**src/rtl/core/rfd_pkg.sv**
```systemverilog
`timescale 1ns / 1ps
// Package for the rail fence decryption block: shared constants, register
// indexes and the control struct that drives the zigzag index generator.
// Depends on nothing.

package rfd_pkg;

    localparam int CHAR_W     = 8;
    localparam int RAIL_W     = 5;
    localparam int PASS_W     = 4;
    localparam int CFG_IDX_W  = 2;
    localparam int CFG_DATA_W = 8;

    localparam logic [CHAR_W-1:0] CHAR_SPACE   = 8'h20;
    localparam logic [CHAR_W-1:0] CHAR_UPPER_A = 8'h41;
    localparam logic [CHAR_W-1:0] CHAR_UPPER_Z = 8'h5A;
    localparam logic [CHAR_W-1:0] CASE_OFFSET  = 8'h20;

    localparam logic [CFG_IDX_W-1:0] CFG_RAIL_COUNT = 2'd0;
    localparam logic [CFG_IDX_W-1:0] CFG_PASS_COUNT = 2'd1;

    localparam logic [RAIL_W-1:0] RAIL_COUNT_RESET = 5'd3;
    localparam logic [PASS_W-1:0] PASS_COUNT_RESET = 4'd1;

    typedef struct packed {
        logic init;
        logic adv;
    } zig_ctl_t;

endpackage

```
**src/rtl/core/rfd_ram.sv**
```systemverilog
`timescale 1ns / 1ps
// Simple dual-port synchronous RAM with one write port and one registered
// read port. Uses no package.

module rfd_ram #(
    parameter int DEPTH  = 64,
    parameter int ADDR_W = 6,
    parameter int DATA_W = 8
) (
    input  logic              aclk,
    input  logic              we,
    input  logic [ADDR_W-1:0] waddr,
    input  logic [DATA_W-1:0] wdata,
    input  logic [ADDR_W-1:0] raddr,
    output logic [DATA_W-1:0] rdata
);

    logic [DATA_W-1:0] mem [DEPTH];
    logic [DATA_W-1:0] rdata_reg;

    always_ff @(posedge aclk) begin
        if (we) begin
            mem[waddr] <= wdata;
        end
        rdata_reg <= mem[raddr];
    end

    assign rdata = rdata_reg;

endmodule

```
**src/rtl/core/rfd_zigzag.sv**
```systemverilog
`timescale 1ns / 1ps
// Zigzag index generator: for each ciphertext position in turn it gives the
// plaintext position it belongs to, rail by rail. Depends on rfd_pkg.

module rfd_zigzag #(
    parameter int LEN_W = 7,
    parameter int IDX_W = 7,
    parameter int ADDR_W = 6
) (
    input  logic                      aclk,
    input  logic                      aresetn,
    input  logic [rfd_pkg::RAIL_W-1:0] rows,
    input  logic [LEN_W-1:0]          msg_len,
    input  rfd_pkg::zig_ctl_t         ctl,
    output logic [ADDR_W-1:0]         idx
);

    localparam int STEP_W = rfd_pkg::RAIL_W + 1;

    logic [rfd_pkg::RAIL_W-1:0] rail_reg, rail_next;
    logic [IDX_W-1:0]           idx_reg, idx_next;
    logic                       phase_reg, phase_next;

    logic [STEP_W-1:0] cycle_len;
    logic [STEP_W-1:0] two_rail;
    logic [STEP_W-1:0] step;
    logic [IDX_W-1:0]  sum;
    logic              outer_rail;

    always_comb begin
        cycle_len  = {rows, 1'b0} - STEP_W'(2);
        two_rail   = {rail_reg, 1'b0};
        outer_rail = (rail_reg == '0) || (rail_reg == rows - rfd_pkg::RAIL_W'(1));
        if (outer_rail) begin
            step = cycle_len;
        end else if (phase_reg) begin
            step = two_rail;
        end else begin
            step = cycle_len - two_rail;
        end
        sum = idx_reg + IDX_W'(step);

        rail_next  = rail_reg;
        idx_next   = idx_reg;
        phase_next = phase_reg;
        if (ctl.init) begin
            rail_next  = '0;
            idx_next   = '0;
            phase_next = 1'b0;
        end else if (ctl.adv) begin
            if (sum < IDX_W'(msg_len)) begin
                idx_next   = sum;
                phase_next = ~phase_reg;
            end else begin
                rail_next  = rail_reg + rfd_pkg::RAIL_W'(1);
                idx_next   = IDX_W'(rail_reg) + IDX_W'(1);
                phase_next = 1'b0;
            end
        end
    end

    always_ff @(posedge aclk) begin
        if (!aresetn) begin
            rail_reg  <= '0;
            idx_reg   <= '0;
            phase_reg <= 1'b0;
        end else begin
            rail_reg  <= rail_next;
            idx_reg   <= idx_next;
            phase_reg <= phase_next;
        end
    end

    assign idx = idx_reg[ADDR_W-1:0];

endmodule

```
**src/rtl/core/rail_fence_decrypt.sv**
```systemverilog
`timescale 1ns / 1ps
// Top level of the rail fence decryption block: load, pass and emit control
// around two ping-pong message RAMs. Depends on rfd_pkg, rfd_ram, rfd_zigzag.
//
// Usage. Ciphertext bytes enter on the s_ channel, one per transaction, and
// are taken at one per cycle while a message is being loaded. Spaces are
// dropped, capitals are lowercased, and bytes beyond MAX_LEN are dropped with
// the truncated flag raised on every result of that message. The transaction
// with s_last_in set ends the message; s_ready then stays low until the last
// plaintext byte has left on the m_ channel.
// Each decryption pass scatters the stored bytes from one RAM into the other
// in zigzag order at one byte per cycle. After the final input byte the
// passes run, or none when fewer than two rails are configured; the first
// byte is then read from the RAM and loaded into the output register. Each
// later result loads only once the previous one is taken, so m_valid drops
// between results. A stalled receiver holds the output register and the
// block. A message that stores no byte produces no result at all.
// The cfg channel is always ready; index 0 sets the rail count and index 1
// the pass count, and both may only change between messages.
// Reset is synchronous: the block comes up empty, ready for a new message,
// with three rails and one pass.

module rail_fence_decrypt #(
    parameter int MAX_LEN   = 64,
    parameter int MAX_RAILS = 16
) (
    input  logic                               aclk,
    input  logic                               aresetn,
    input  logic                               s_valid,
    output logic                               s_ready,
    input  logic [rfd_pkg::CHAR_W-1:0]         s_char_in,
    input  logic                               s_last_in,
    output logic                               m_valid,
    input  logic                               m_ready,
    output logic [rfd_pkg::CHAR_W-1:0]         m_char_out,
    output logic                               m_last_out,
    output logic                               m_truncated,
    input  logic                               cfg_valid,
    output logic                               cfg_ready,
    input  logic [rfd_pkg::CFG_IDX_W-1:0]      cfg_index,
    input  logic [rfd_pkg::CFG_DATA_W-1:0]     cfg_data
);

    localparam int LEN_W    = $clog2(MAX_LEN + 1);
    localparam int ADDR_W   = $clog2(MAX_LEN);
    localparam int IDX_W    = $clog2(MAX_LEN + 2 ** (rfd_pkg::RAIL_W + 1));
    localparam int RAIL_CAP = (MAX_RAILS < 31) ? MAX_RAILS : 31;
    localparam int CW       = rfd_pkg::CHAR_W;
    localparam int RW       = rfd_pkg::RAIL_W;
    localparam int PW       = rfd_pkg::PASS_W;

    typedef enum logic [2:0] {
        S_LOAD,
        S_PASS_INIT,
        S_PASS_RUN,
        S_EMIT_RD,
        S_EMIT_LD,
        S_EMIT_HOLD
    } state_t;

    state_t           state_reg, state_next;
    logic [LEN_W-1:0] len_reg, len_next;
    logic             ovf_reg, ovf_next;
    logic [RW-1:0]    rail_cfg_reg, rail_cfg_next;
    logic [PW-1:0]    pass_cfg_reg, pass_cfg_next;
    logic [PW-1:0]    pass_cnt_reg, pass_cnt_next;
    logic             src_sel_reg, src_sel_next;
    logic [LEN_W-1:0] pos_reg, pos_next;
    logic [LEN_W-1:0] k_reg, k_next;
    logic             wr_pend_reg, wr_pend_next;
    logic [ADDR_W-1:0] wr_addr_reg, wr_addr_next;
    logic             out_valid_reg, out_valid_next;
    logic [CW-1:0]    out_char_reg, out_char_next;
    logic             out_last_reg, out_last_next;
    logic             out_trunc_reg, out_trunc_next;

    logic [RW-1:0]     rows;
    logic [PW-1:0]     passes;
    logic [CW-1:0]     char_lc;
    logic              keep_char;
    logic              load_we;
    logic [LEN_W-1:0]  new_len;
    logic [ADDR_W-1:0] raddr;
    logic [CW-1:0]     rdata0, rdata1, src_data;
    logic              we0, we1;
    logic [ADDR_W-1:0] waddr0, waddr1;
    logic [CW-1:0]     wdata0, wdata1;
    logic [ADDR_W-1:0] zig_idx;
    rfd_pkg::zig_ctl_t zig_ctl;

    assign rows = (rail_cfg_reg > RW'(RAIL_CAP)) ? RW'(RAIL_CAP) : rail_cfg_reg;
    assign passes = (pass_cfg_reg == '0) ? PW'(1) : pass_cfg_reg;
    assign src_data = src_sel_reg ? rdata1 : rdata0;

    assign s_ready     = (state_reg == S_LOAD);
    assign cfg_ready   = 1'b1;
    assign m_valid     = out_valid_reg;
    assign m_char_out  = out_char_reg;
    assign m_last_out  = out_last_reg;
    assign m_truncated = out_trunc_reg;

    always_comb begin
        char_lc = s_char_in;
        if ((s_char_in >= rfd_pkg::CHAR_UPPER_A) && (s_char_in <= rfd_pkg::CHAR_UPPER_Z)) begin
            char_lc = s_char_in + rfd_pkg::CASE_OFFSET;
        end
        keep_char = (s_char_in != rfd_pkg::CHAR_SPACE) && (len_reg < LEN_W'(MAX_LEN));
        new_len   = keep_char ? len_reg + LEN_W'(1) : len_reg;
    end

    // The scatter writes always go to the RAM that is not being read.
    always_comb begin
        we0    = 1'b0;
        we1    = 1'b0;
        waddr0 = wr_addr_reg;
        waddr1 = wr_addr_reg;
        wdata0 = src_data;
        wdata1 = src_data;
        if (load_we) begin
            we0    = 1'b1;
            waddr0 = len_reg[ADDR_W-1:0];
            wdata0 = char_lc;
        end else if (wr_pend_reg) begin
            we0 = src_sel_reg;
            we1 = ~src_sel_reg;
        end
    end

    always_comb begin
        case (state_reg)
            S_PASS_RUN:  raddr = pos_reg[ADDR_W-1:0];
            S_EMIT_HOLD: raddr = ADDR_W'(k_reg + LEN_W'(1));
            default:     raddr = k_reg[ADDR_W-1:0];
        endcase
    end

    always_comb begin
        state_next     = state_reg;
        len_next       = len_reg;
        ovf_next       = ovf_reg;
        rail_cfg_next  = rail_cfg_reg;
        pass_cfg_next  = pass_cfg_reg;
        pass_cnt_next  = pass_cnt_reg;
        src_sel_next   = src_sel_reg;
        pos_next       = pos_reg;
        k_next         = k_reg;
        wr_pend_next   = 1'b0;
        wr_addr_next   = zig_idx;
        out_valid_next = out_valid_reg;
        out_char_next  = out_char_reg;
        out_last_next  = out_last_reg;
        out_trunc_next = out_trunc_reg;
        load_we        = 1'b0;
        zig_ctl        = '0;

        if (cfg_valid) begin
            case (cfg_index)
                rfd_pkg::CFG_RAIL_COUNT: rail_cfg_next = cfg_data[RW-1:0];
                rfd_pkg::CFG_PASS_COUNT: pass_cfg_next = cfg_data[PW-1:0];
                default: ;
            endcase
        end

        case (state_reg)
            S_LOAD: begin
                if (s_valid) begin
                    load_we  = keep_char;
                    len_next = new_len;
                    if (s_char_in != rfd_pkg::CHAR_SPACE && !keep_char) begin
                        ovf_next = 1'b1;
                    end
                    if (s_last_in) begin
                        src_sel_next  = 1'b0;
                        pass_cnt_next = '0;
                        k_next        = '0;
                        if (new_len == '0) begin
                            ovf_next = 1'b0;
                        end else if (rows < RW'(2)) begin
                            state_next = S_EMIT_RD;
                        end else begin
                            state_next = S_PASS_INIT;
                        end
                    end
                end
            end
            S_PASS_INIT: begin
                zig_ctl.init = 1'b1;
                pos_next     = '0;
                state_next   = S_PASS_RUN;
            end
            S_PASS_RUN: begin
                if (pos_reg < len_reg) begin
                    zig_ctl.adv  = 1'b1;
                    pos_next     = pos_reg + LEN_W'(1);
                    wr_pend_next = 1'b1;
                end else begin
                    src_sel_next  = ~src_sel_reg;
                    pass_cnt_next = pass_cnt_reg + PW'(1);
                    if ((pass_cnt_reg + PW'(1)) < passes) begin
                        state_next = S_PASS_INIT;
                    end else begin
                        k_next     = '0;
                        state_next = S_EMIT_RD;
                    end
                end
            end
            S_EMIT_RD: begin
                state_next = S_EMIT_LD;
            end
            S_EMIT_LD: begin
                out_valid_next = 1'b1;
                out_char_next  = src_data;
                out_last_next  = (k_reg + LEN_W'(1)) == len_reg;
                out_trunc_next = ovf_reg;
                state_next     = S_EMIT_HOLD;
            end
            S_EMIT_HOLD: begin
                if (m_ready) begin
                    out_valid_next = 1'b0;
                    if (out_last_reg) begin
                        len_next   = '0;
                        ovf_next   = 1'b0;
                        state_next = S_LOAD;
                    end else begin
                        k_next     = k_reg + LEN_W'(1);
                        state_next = S_EMIT_LD;
                    end
                end
            end
            default: begin
                state_next = S_LOAD;
            end
        endcase
    end

    always_ff @(posedge aclk) begin
        if (!aresetn) begin
            state_reg     <= S_LOAD;
            len_reg       <= '0;
            ovf_reg       <= 1'b0;
            rail_cfg_reg  <= rfd_pkg::RAIL_COUNT_RESET;
            pass_cfg_reg  <= rfd_pkg::PASS_COUNT_RESET;
            pass_cnt_reg  <= '0;
            src_sel_reg   <= 1'b0;
            pos_reg       <= '0;
            k_reg         <= '0;
            wr_pend_reg   <= 1'b0;
            out_valid_reg <= 1'b0;
        end else begin
            state_reg     <= state_next;
            len_reg       <= len_next;
            ovf_reg       <= ovf_next;
            rail_cfg_reg  <= rail_cfg_next;
            pass_cfg_reg  <= pass_cfg_next;
            pass_cnt_reg  <= pass_cnt_next;
            src_sel_reg   <= src_sel_next;
            pos_reg       <= pos_next;
            k_reg         <= k_next;
            wr_pend_reg   <= wr_pend_next;
            out_valid_reg <= out_valid_next;
        end
        wr_addr_reg   <= wr_addr_next;
        out_char_reg  <= out_char_next;
        out_last_reg  <= out_last_next;
        out_trunc_reg <= out_trunc_next;
    end

    rfd_ram #(
        .DEPTH  (MAX_LEN),
        .ADDR_W (ADDR_W),
        .DATA_W (CW)
    ) u_ram0 (
        .aclk  (aclk),
        .we    (we0),
        .waddr (waddr0),
        .wdata (wdata0),
        .raddr (raddr),
        .rdata (rdata0)
    );

    rfd_ram #(
        .DEPTH  (MAX_LEN),
        .ADDR_W (ADDR_W),
        .DATA_W (CW)
    ) u_ram1 (
        .aclk  (aclk),
        .we    (we1),
        .waddr (waddr1),
        .wdata (wdata1),
        .raddr (raddr),
        .rdata (rdata1)
    );

    rfd_zigzag #(
        .LEN_W  (LEN_W),
        .IDX_W  (IDX_W),
        .ADDR_W (ADDR_W)
    ) u_zigzag (
        .aclk    (aclk),
        .aresetn (aresetn),
        .rows    (rows),
        .msg_len (len_reg),
        .ctl     (zig_ctl),
        .idx     (zig_idx)
    );

endmodule

```
**config.mk**
```make
export PLATFORM = sky130hd
export DESIGN_NAME = rail_fence_decrypt
export DESIGN_NICKNAME = d
export VERILOG_FILES = /design/src/rtl/core/rfd_pkg.sv /design/src/rtl/core/rfd_ram.sv /design/src/rtl/core/rfd_zigzag.sv /design/src/rtl/core/rail_fence_decrypt.sv
export SDC_FILE = /design/constraint.sdc
export NUM_CORES = 2
export LEC_CHECK = 0
export ABC_AREA = 1
export BUFFER_PORTS_ARGS = -buffer_cell sky130_fd_sc_hd__buf_2
export CORE_MARGIN = 1
export CORE_UTILIZATION = 55
export DETAILED_ROUTE_END_ITERATION = 8
export PLACE_DENSITY_LB_ADDON = 0.1
export SLEW_MARGIN = 10
export SYNTH_ARGS = -nofsm -noshare
export SYNTH_HDL_FRONTEND = slang
export SYNTH_SLANG_ARGS = --single-unit
export TNS_END_PERCENT = 10
```
**constraint.sdc**
```tcl
create_clock -name aclk -period 5.9 [get_ports aclk]
set_input_delay 0.885 -clock aclk [delete_from_list [all_inputs] [get_ports aclk]]
set_output_delay 0.885 -clock aclk [all_outputs]
set_load 0.02 [all_outputs]
```
# Word-level counts from Yosys, hierarchy flattened

Memories as Yosys holds them, arrays and structs flattened. A register that Yosys moved wholly into a read port is not among the register bits.
Index checks and enable logic that the tools add are counted.

Shifts and indexed selects: 0
Magnitude comparators: 8
Add/sub/neg operators: 11
Muxes and demuxes: 64
Bitwise gates (word level): 4
Divide/modulo/power cells: 0
$mul: 0
Equality and inequality tests: 18
Reductions and logical operators: 25

Operator list:

| cell                | count |
|---|---|
| $mux 7              | 12 |
| $pmux 7 s2          | 2 |
| $mux 1              | 24 |
| $mux 8              | 3 |
| $add 7x1->7 const B | 3 |
| $pmux 7 s3          | 1 |
| $mux 3              | 6 |
| $mux 6              | 3 |
| $pmux 3 s6          | 1 |
| $mux 4              | 4 |
| $ne 2x2->1 const B  | 8 |
| $lt 7x7->1          | 2 |
| $pmux 6 s2          | 1 |
| $reduce_and 2->1    | 5 |
| $add 8x6->8 const B | 1 |
| $ge 8x7->1 const B  | 1 |
| $le 8x7->1 const B  | 1 |
| $ne 8x6->1 const B  | 1 |
| $pmux 4 s2          | 1 |
| $reduce_and 4->1    | 2 |
| $reduce_bool 2->1   | 4 |
| $add 7x6->7         | 1 |
| $eq 7x7->1          | 1 |
| $logic_not 7->1     | 1 |
| other kinds (31)    | 41 |

Bits in latches: 0
Register bits after elaboration: 70
RAM bits: 1024
Bits of input ports: 24
Bits in read-only memories: 0
Output and inout bits: 13
Memories: 2

Memory list:

| name       | words | bits a word | read ports | clocked after Yosys merged registers in | write ports | line          | source |
|---|---|---|---|---|---|---|---|
| u_ram0.mem | 64    | 8           | 1          | 1                                       | 1           | rfd_ram.sv:18 | `logic [DATA_W-1:0] mem [DEPTH];` |
| u_ram1.mem | 64    | 8           | 1          | 1                                       | 1           | rfd_ram.sv:18 |  |

# Depth between registers and ports, before layout

Word-level depth: 10
Gate-level depth with buffers: 31

# By module

A second synthesis with hierarchy kept.

Cell total of the unflattened synthesis: 4322
Area, all modules: 47606.9 um^2

By module, submodules not included:

| module             | area an instance (um^2) | times used | cells an instance |
|---|---|---|---|
| rfd_ram            | 21339.2                 | 2          | 1805 |
| rail_fence_decrypt | 3453.3                  | 1          | 493 |
| rfd_zigzag         | 1475.2                  | 1          | 219 |

# Worst setup path after synthesis

OpenSTA, ideal clock, no wires.

Path type: input to register
From: input s_char_in[6] in the netlist's numbering
To: memory u_ram0.mem[0][6] (data pin)
Slack: 0.876 ns
Setup time: 0.719 ns
Cell stages on the path: 7
Arrival time: 4.304 ns
Buffers on the path: 1
Required time: 5.181 ns
Path through: inv_1 nand4_1 nor2_1 nor2_2 nand2_2 buf_2 o31ai_1

Longest elaborated chain between the ends: 5
Elaborated cells on any way between the ends: 10
Those cells by class: add/sub (1); order compare (2); eq/ne (1); mux (4); reduce/logical (2)

RTL lines:

| element                                            | line                      | source |
|---|---|---|
| start: declaration                                 | rail_fence_decrypt.sv:31  | `input logic [rfd_pkg::CHAR_W-1:0] s_char_in,` |
| branches (longest 4 deep; another with $ge 8x7->1) | --                        |  |
| $mux 8 (*)                                         | rail_fence_decrypt.sv:119 | `if (load_we) begin` |
| net u_ram0.wdata[6]                                | rfd_ram.sv:13             | `input logic [DATA_W-1:0] wdata,` |
| end: declaration                                   | rfd_ram.sv:18             |  |

Mark *: on every way through the listed nets, which the timed path passes.

# Worst setup path in the final report

From: register rail_cfg_reg[2]
To: register u_zigzag.idx_reg[4]

Longest elaborated chain between the ends: 9
Elaborated cells on any way between the ends: 12
Those cells by class: add/sub (4); order compare (2); eq/ne (1); mux (4); reduce/logical (1)

RTL lines:

| element                                    | line                               | source |
|---|---|---|
| start: declaration                         | rail_fence_decrypt.sv:64           | `logic [RW-1:0] rail_cfg_reg, rail_cfg_next;` |
| start signal: assignment                   | rail_fence_decrypt.sv:241          | `rail_cfg_reg <= rfd_pkg::RAIL_COUNT_RESET;` |
| start signal: assignment                   | rail_fence_decrypt.sv:253          | `rail_cfg_reg <= rail_cfg_next;` |
| $gt 5x5->1                                 | rail_fence_decrypt.sv:91           | `assign rows = (rail_cfg_reg > RW'(RAIL_CAP)) ? RW'(RAIL_CAP) : rail_cfg_reg;` |
| $mux 5 (*)                                 | rail_fence_decrypt.sv:91           |  |
| $sub 6x2->6 or $sub 5x1->5 (tied branches) | rfd_zigzag.sv:31, rfd_zigzag.sv:33 |  |
| $sub 6x6->6 or $eq 5x5->1 (tied branches)  | rfd_zigzag.sv:39, rfd_zigzag.sv:33 |  |
| $mux 6 or $logic_or 1x1->1 (tied branches) | rfd_zigzag.sv:36, rfd_zigzag.sv:33 |  |
| $mux 6 (*)                                 | rfd_zigzag.sv:34                   | `if (outer_rail) begin` |
| $add 7x6->7 (*)                            | rfd_zigzag.sv:41                   | `sum = idx_reg + IDX_W'(step);` |
| $lt 7x7->1                                 | rfd_zigzag.sv:51                   | `if (sum < IDX_W'(msg_len)) begin` |
| $mux 7 (*)                                 | rfd_zigzag.sv:51                   |  |
| end signal: assignment                     | rfd_zigzag.sv:69                   | `idx_reg <= idx_next;` |
| end: declaration                           | rfd_zigzag.sv:21                   | `logic [IDX_W-1:0] idx_reg, idx_next;` |

Mark *: on every way between the ends. The rest lies on a longest branch, timed or not.
A chain may end at the register's enable or synchronous reset.

==> flow_metrics.tcl <==
set metrics [dict create \
    routed_wl_mm 126 \
    die_h_um 305 \
    synth_async_sr_flop_share 0 \
    yosys-top-cells-area "edfxtp_1 (62%), nand3_1 (11%), nand2_1 (8.2%), inv_1 (7.4%), dfxtp_1 (3.0%)" \
    grt_overflow 0 \
    syn_nets 5135 \
    synth_cells 5077 \
    instances_no_fill 6320 \
    antenna_found_initial 0 \
    yosysMostFrequentCell "nand3_1" \
    cts_resized 0 \
    clk_pin_slew_ns 0.06 \
    cts_root_buffer "clkbuf_16" \
    cts.sinks 1110 \
    gp_congestion 0.846 \
    max_slew.worst_pin.slew_ns 1.45 \
    htreeDepth 3 \
    synth_area_per_cell_um2 9.92 \
    multiInputGateArea_um2 13000 \
    yosysWarningCount 0 \
    cts_tree "built" \
    cp-end-kind "flip-flop" \
    diodes 0 \
    grt_pass1_wl_mm 193 \
    slew_headroom 0.0348 \
    rsz0062_at_grt "no" \
    worstHoldPathType "reg2reg" \
    synth_edf_count 1034 \
    setup_tns_ns 0 \
    drv_cap 0 \
    area_growth_pct 9.82 \
    seq_area_frac_synth 0.647 \
    drc 0 \
    io_buffer_count 32 \
    core.rowCount 110 \
    start_util 0.557 \
    postPlaceCellArea_um2 51700 \
    pin_count 37 \
    postCtsSetupBuffers 0 \
    worstPathRequired_ns 6.45 \
    routedWlPerCell_um 19.9 \
    dieWidth_um 305 \
    reg_top3 "u_ram0.mem: 512 flops, u_ram1.mem: 512 flops" \
    cts.path.max_buffers 3 \
    status "completed" \
    final.period_utilization 0.779 \
    hold_buffers 0 \
    crit_fanout 8 \
    grt_max_degree 216 \
    core-area_um2 90400 \
    design_area_um2 55300 \
    die_area_um2 92800 \
    ant_nets 0 \
    regArea_um2 32600 \
    synth_area_um2 50400 \
    drive_above_1_share 0.0645 \
    yosys-top-cells-count "nand3_1 (1,110), nand2_1 (1,106), edfxtp_1 (1,034)" \
    ys_ff_latch 1110 \
    p_total_mw 26.8 \
    grt_util_all_layers 0.272 \
    first_pass_iters 5 \
    vias 34600 \
    via_per_inst 5.47 \
    p_leak_nw 23.2 \
    ys.flop_type "edfxtp_1" \
    start_kind "flip-flop" \
    grt_pass1_vias 32800 \
    utilization 0.612 \
    nets 5109 \
    dpl.cell_count 6109 \
    cts_buffers 116 \
    fill_cells 7326 \
    fin_crit_ns 4.59 \
    slew_viol_final 0 \
    max_freq_ghz 0.218 \
    skew_ns 0.0365 \
    setup_viol 0 \
    vdd_ir_drop_max_mv 0.524 \
    synth.distinct_cells 49 \
    synth_top_area_cell "edfxtp_1" \
    pwr_density_cell_nw_per_um2 485 \
    clock_latency_ns 0.71 \
    synth_top_area_frac 0.616 \
    critical_path_class "reg2reg" \
    hold_violations 0 \
    place_hpwl_mm 72.5 \
    drt_iter0_drc 3456 \
    crit_arrival_ns 5.14 \
]
cell families after synthesis:
kind of cell	after synthesis	synth area share
XOR/XNOR	27	0.00469
AO/OA/AOI/OAI	124	0.0146
flip-flops	1110	0.647
buffers and inverters	1259	0.0992
AND/OR/NAND/NOR	2522	0.226
other	1	0.0000744
adder cells (fa/ha/maj)	34	0.00874
critical path, stage by stage, from the launching register on:
cell and delay (ns):
dfxtp_1 0.33, nor2_1 0.17, nand2_1 0.09, nand2_1 0.06
nand2_1 0.05, ha_1 0.21, xor2_1 0.21, inv_1 0.06
ha_1 0.32, nand2_1 0.09, inv_1 0.04, nand4_1 0.07
nand2_1 0.15, o21ai_0 0.27, ha_1 0.22, inv_1 0.06
fa_1 0.43, o221ai_1 0.24, xor2_1 0.23, ha_1 0.27
nand2_1 0.08, o21a_1 0.12, nand2_1 0.08, nand2_1 0.23
inv_1 0.15, nand2_1 0.12, a31oi_1 0.08
cell usage in the layout, fill, tap and decap left out, types with 6 or more instances in the layout:
master     instances
clkinv_2          22
a21oi_1           47
nand3b_1          64
clkbuf_16        116
nor2_1           173
buf_4             67
o211ai_1           6
inv_2              9
buf_2             32
o21ai_4            8
dfxtp_1           76
o21ai_0           34
xor2_1            23
nor4_1             8
nand2_2            9
ha_1              32
nand4_2            8
nand3_1         1110
nand2_1         1098
a31oi_1            6
buf_12            10
bufinv_16          9
nor3_1            11
clkbuf_1          32
nand4_1           21
inv_1            993
edfxtp_1        1034
clkinv_1          20
metal layers:
metal,part of all wire,track usage,wire (um)
met5,0,0,0
met4,0.027,0.0814,3440
met3,0.066,0.0341,8360
met2,0.47,0.445,59600
met1,0.43,0.382,54400
path summary, 6_finish.rpt:
kind | startpoint | endpoint | slack (ns) | depth (start not counted)
worst max-delay path | rail_cfg_reg[2] | u_zigzag.idx_reg[4] | 1.31 | 26
worst min-delay path | u_zigzag.idx_reg[4] | waddr1[4] | 0.40 | 0
worst max register to register | rail_cfg_reg[2] | u_zigzag.idx_reg[4] | 1.31 | 26
worst min register to register | u_zigzag.idx_reg[4] | waddr1[4] | 0.40 | 0
layout make-up:
type                       instances  area share
sequential                      1110       0.589
multi-input combinational       2708       0.235
inverter                        1006      0.0685
clock buffer                     151      0.0554
tap                             1176      0.0266
timing repair buffer             109      0.0156
clock inverter                    60      0.0104
power by group:
part | switching [mW] | total (mW) | leakage [nW] | internal (mW)
clock | 2.99 | 7.03 | 1.78 | 4.04
sequential | 0.143 | 10.5 | 9.94 | 10.3
combinational | 7.12 | 9.35 | 11.5 | 2.23
stage by stage:
step / worst slack [ns] / hold slack [ns]
after floorplan: 0.876 / 0.351
after global placement: 1.22 / 0.388
after detailed placement: 1.28 / 0.391
after CTS: 1.24 / 0.386
after global routing: 0.806 / 0.411
final: 1.31 / 0.404
No activity file was read; power rests on OpenSTA's default activity.
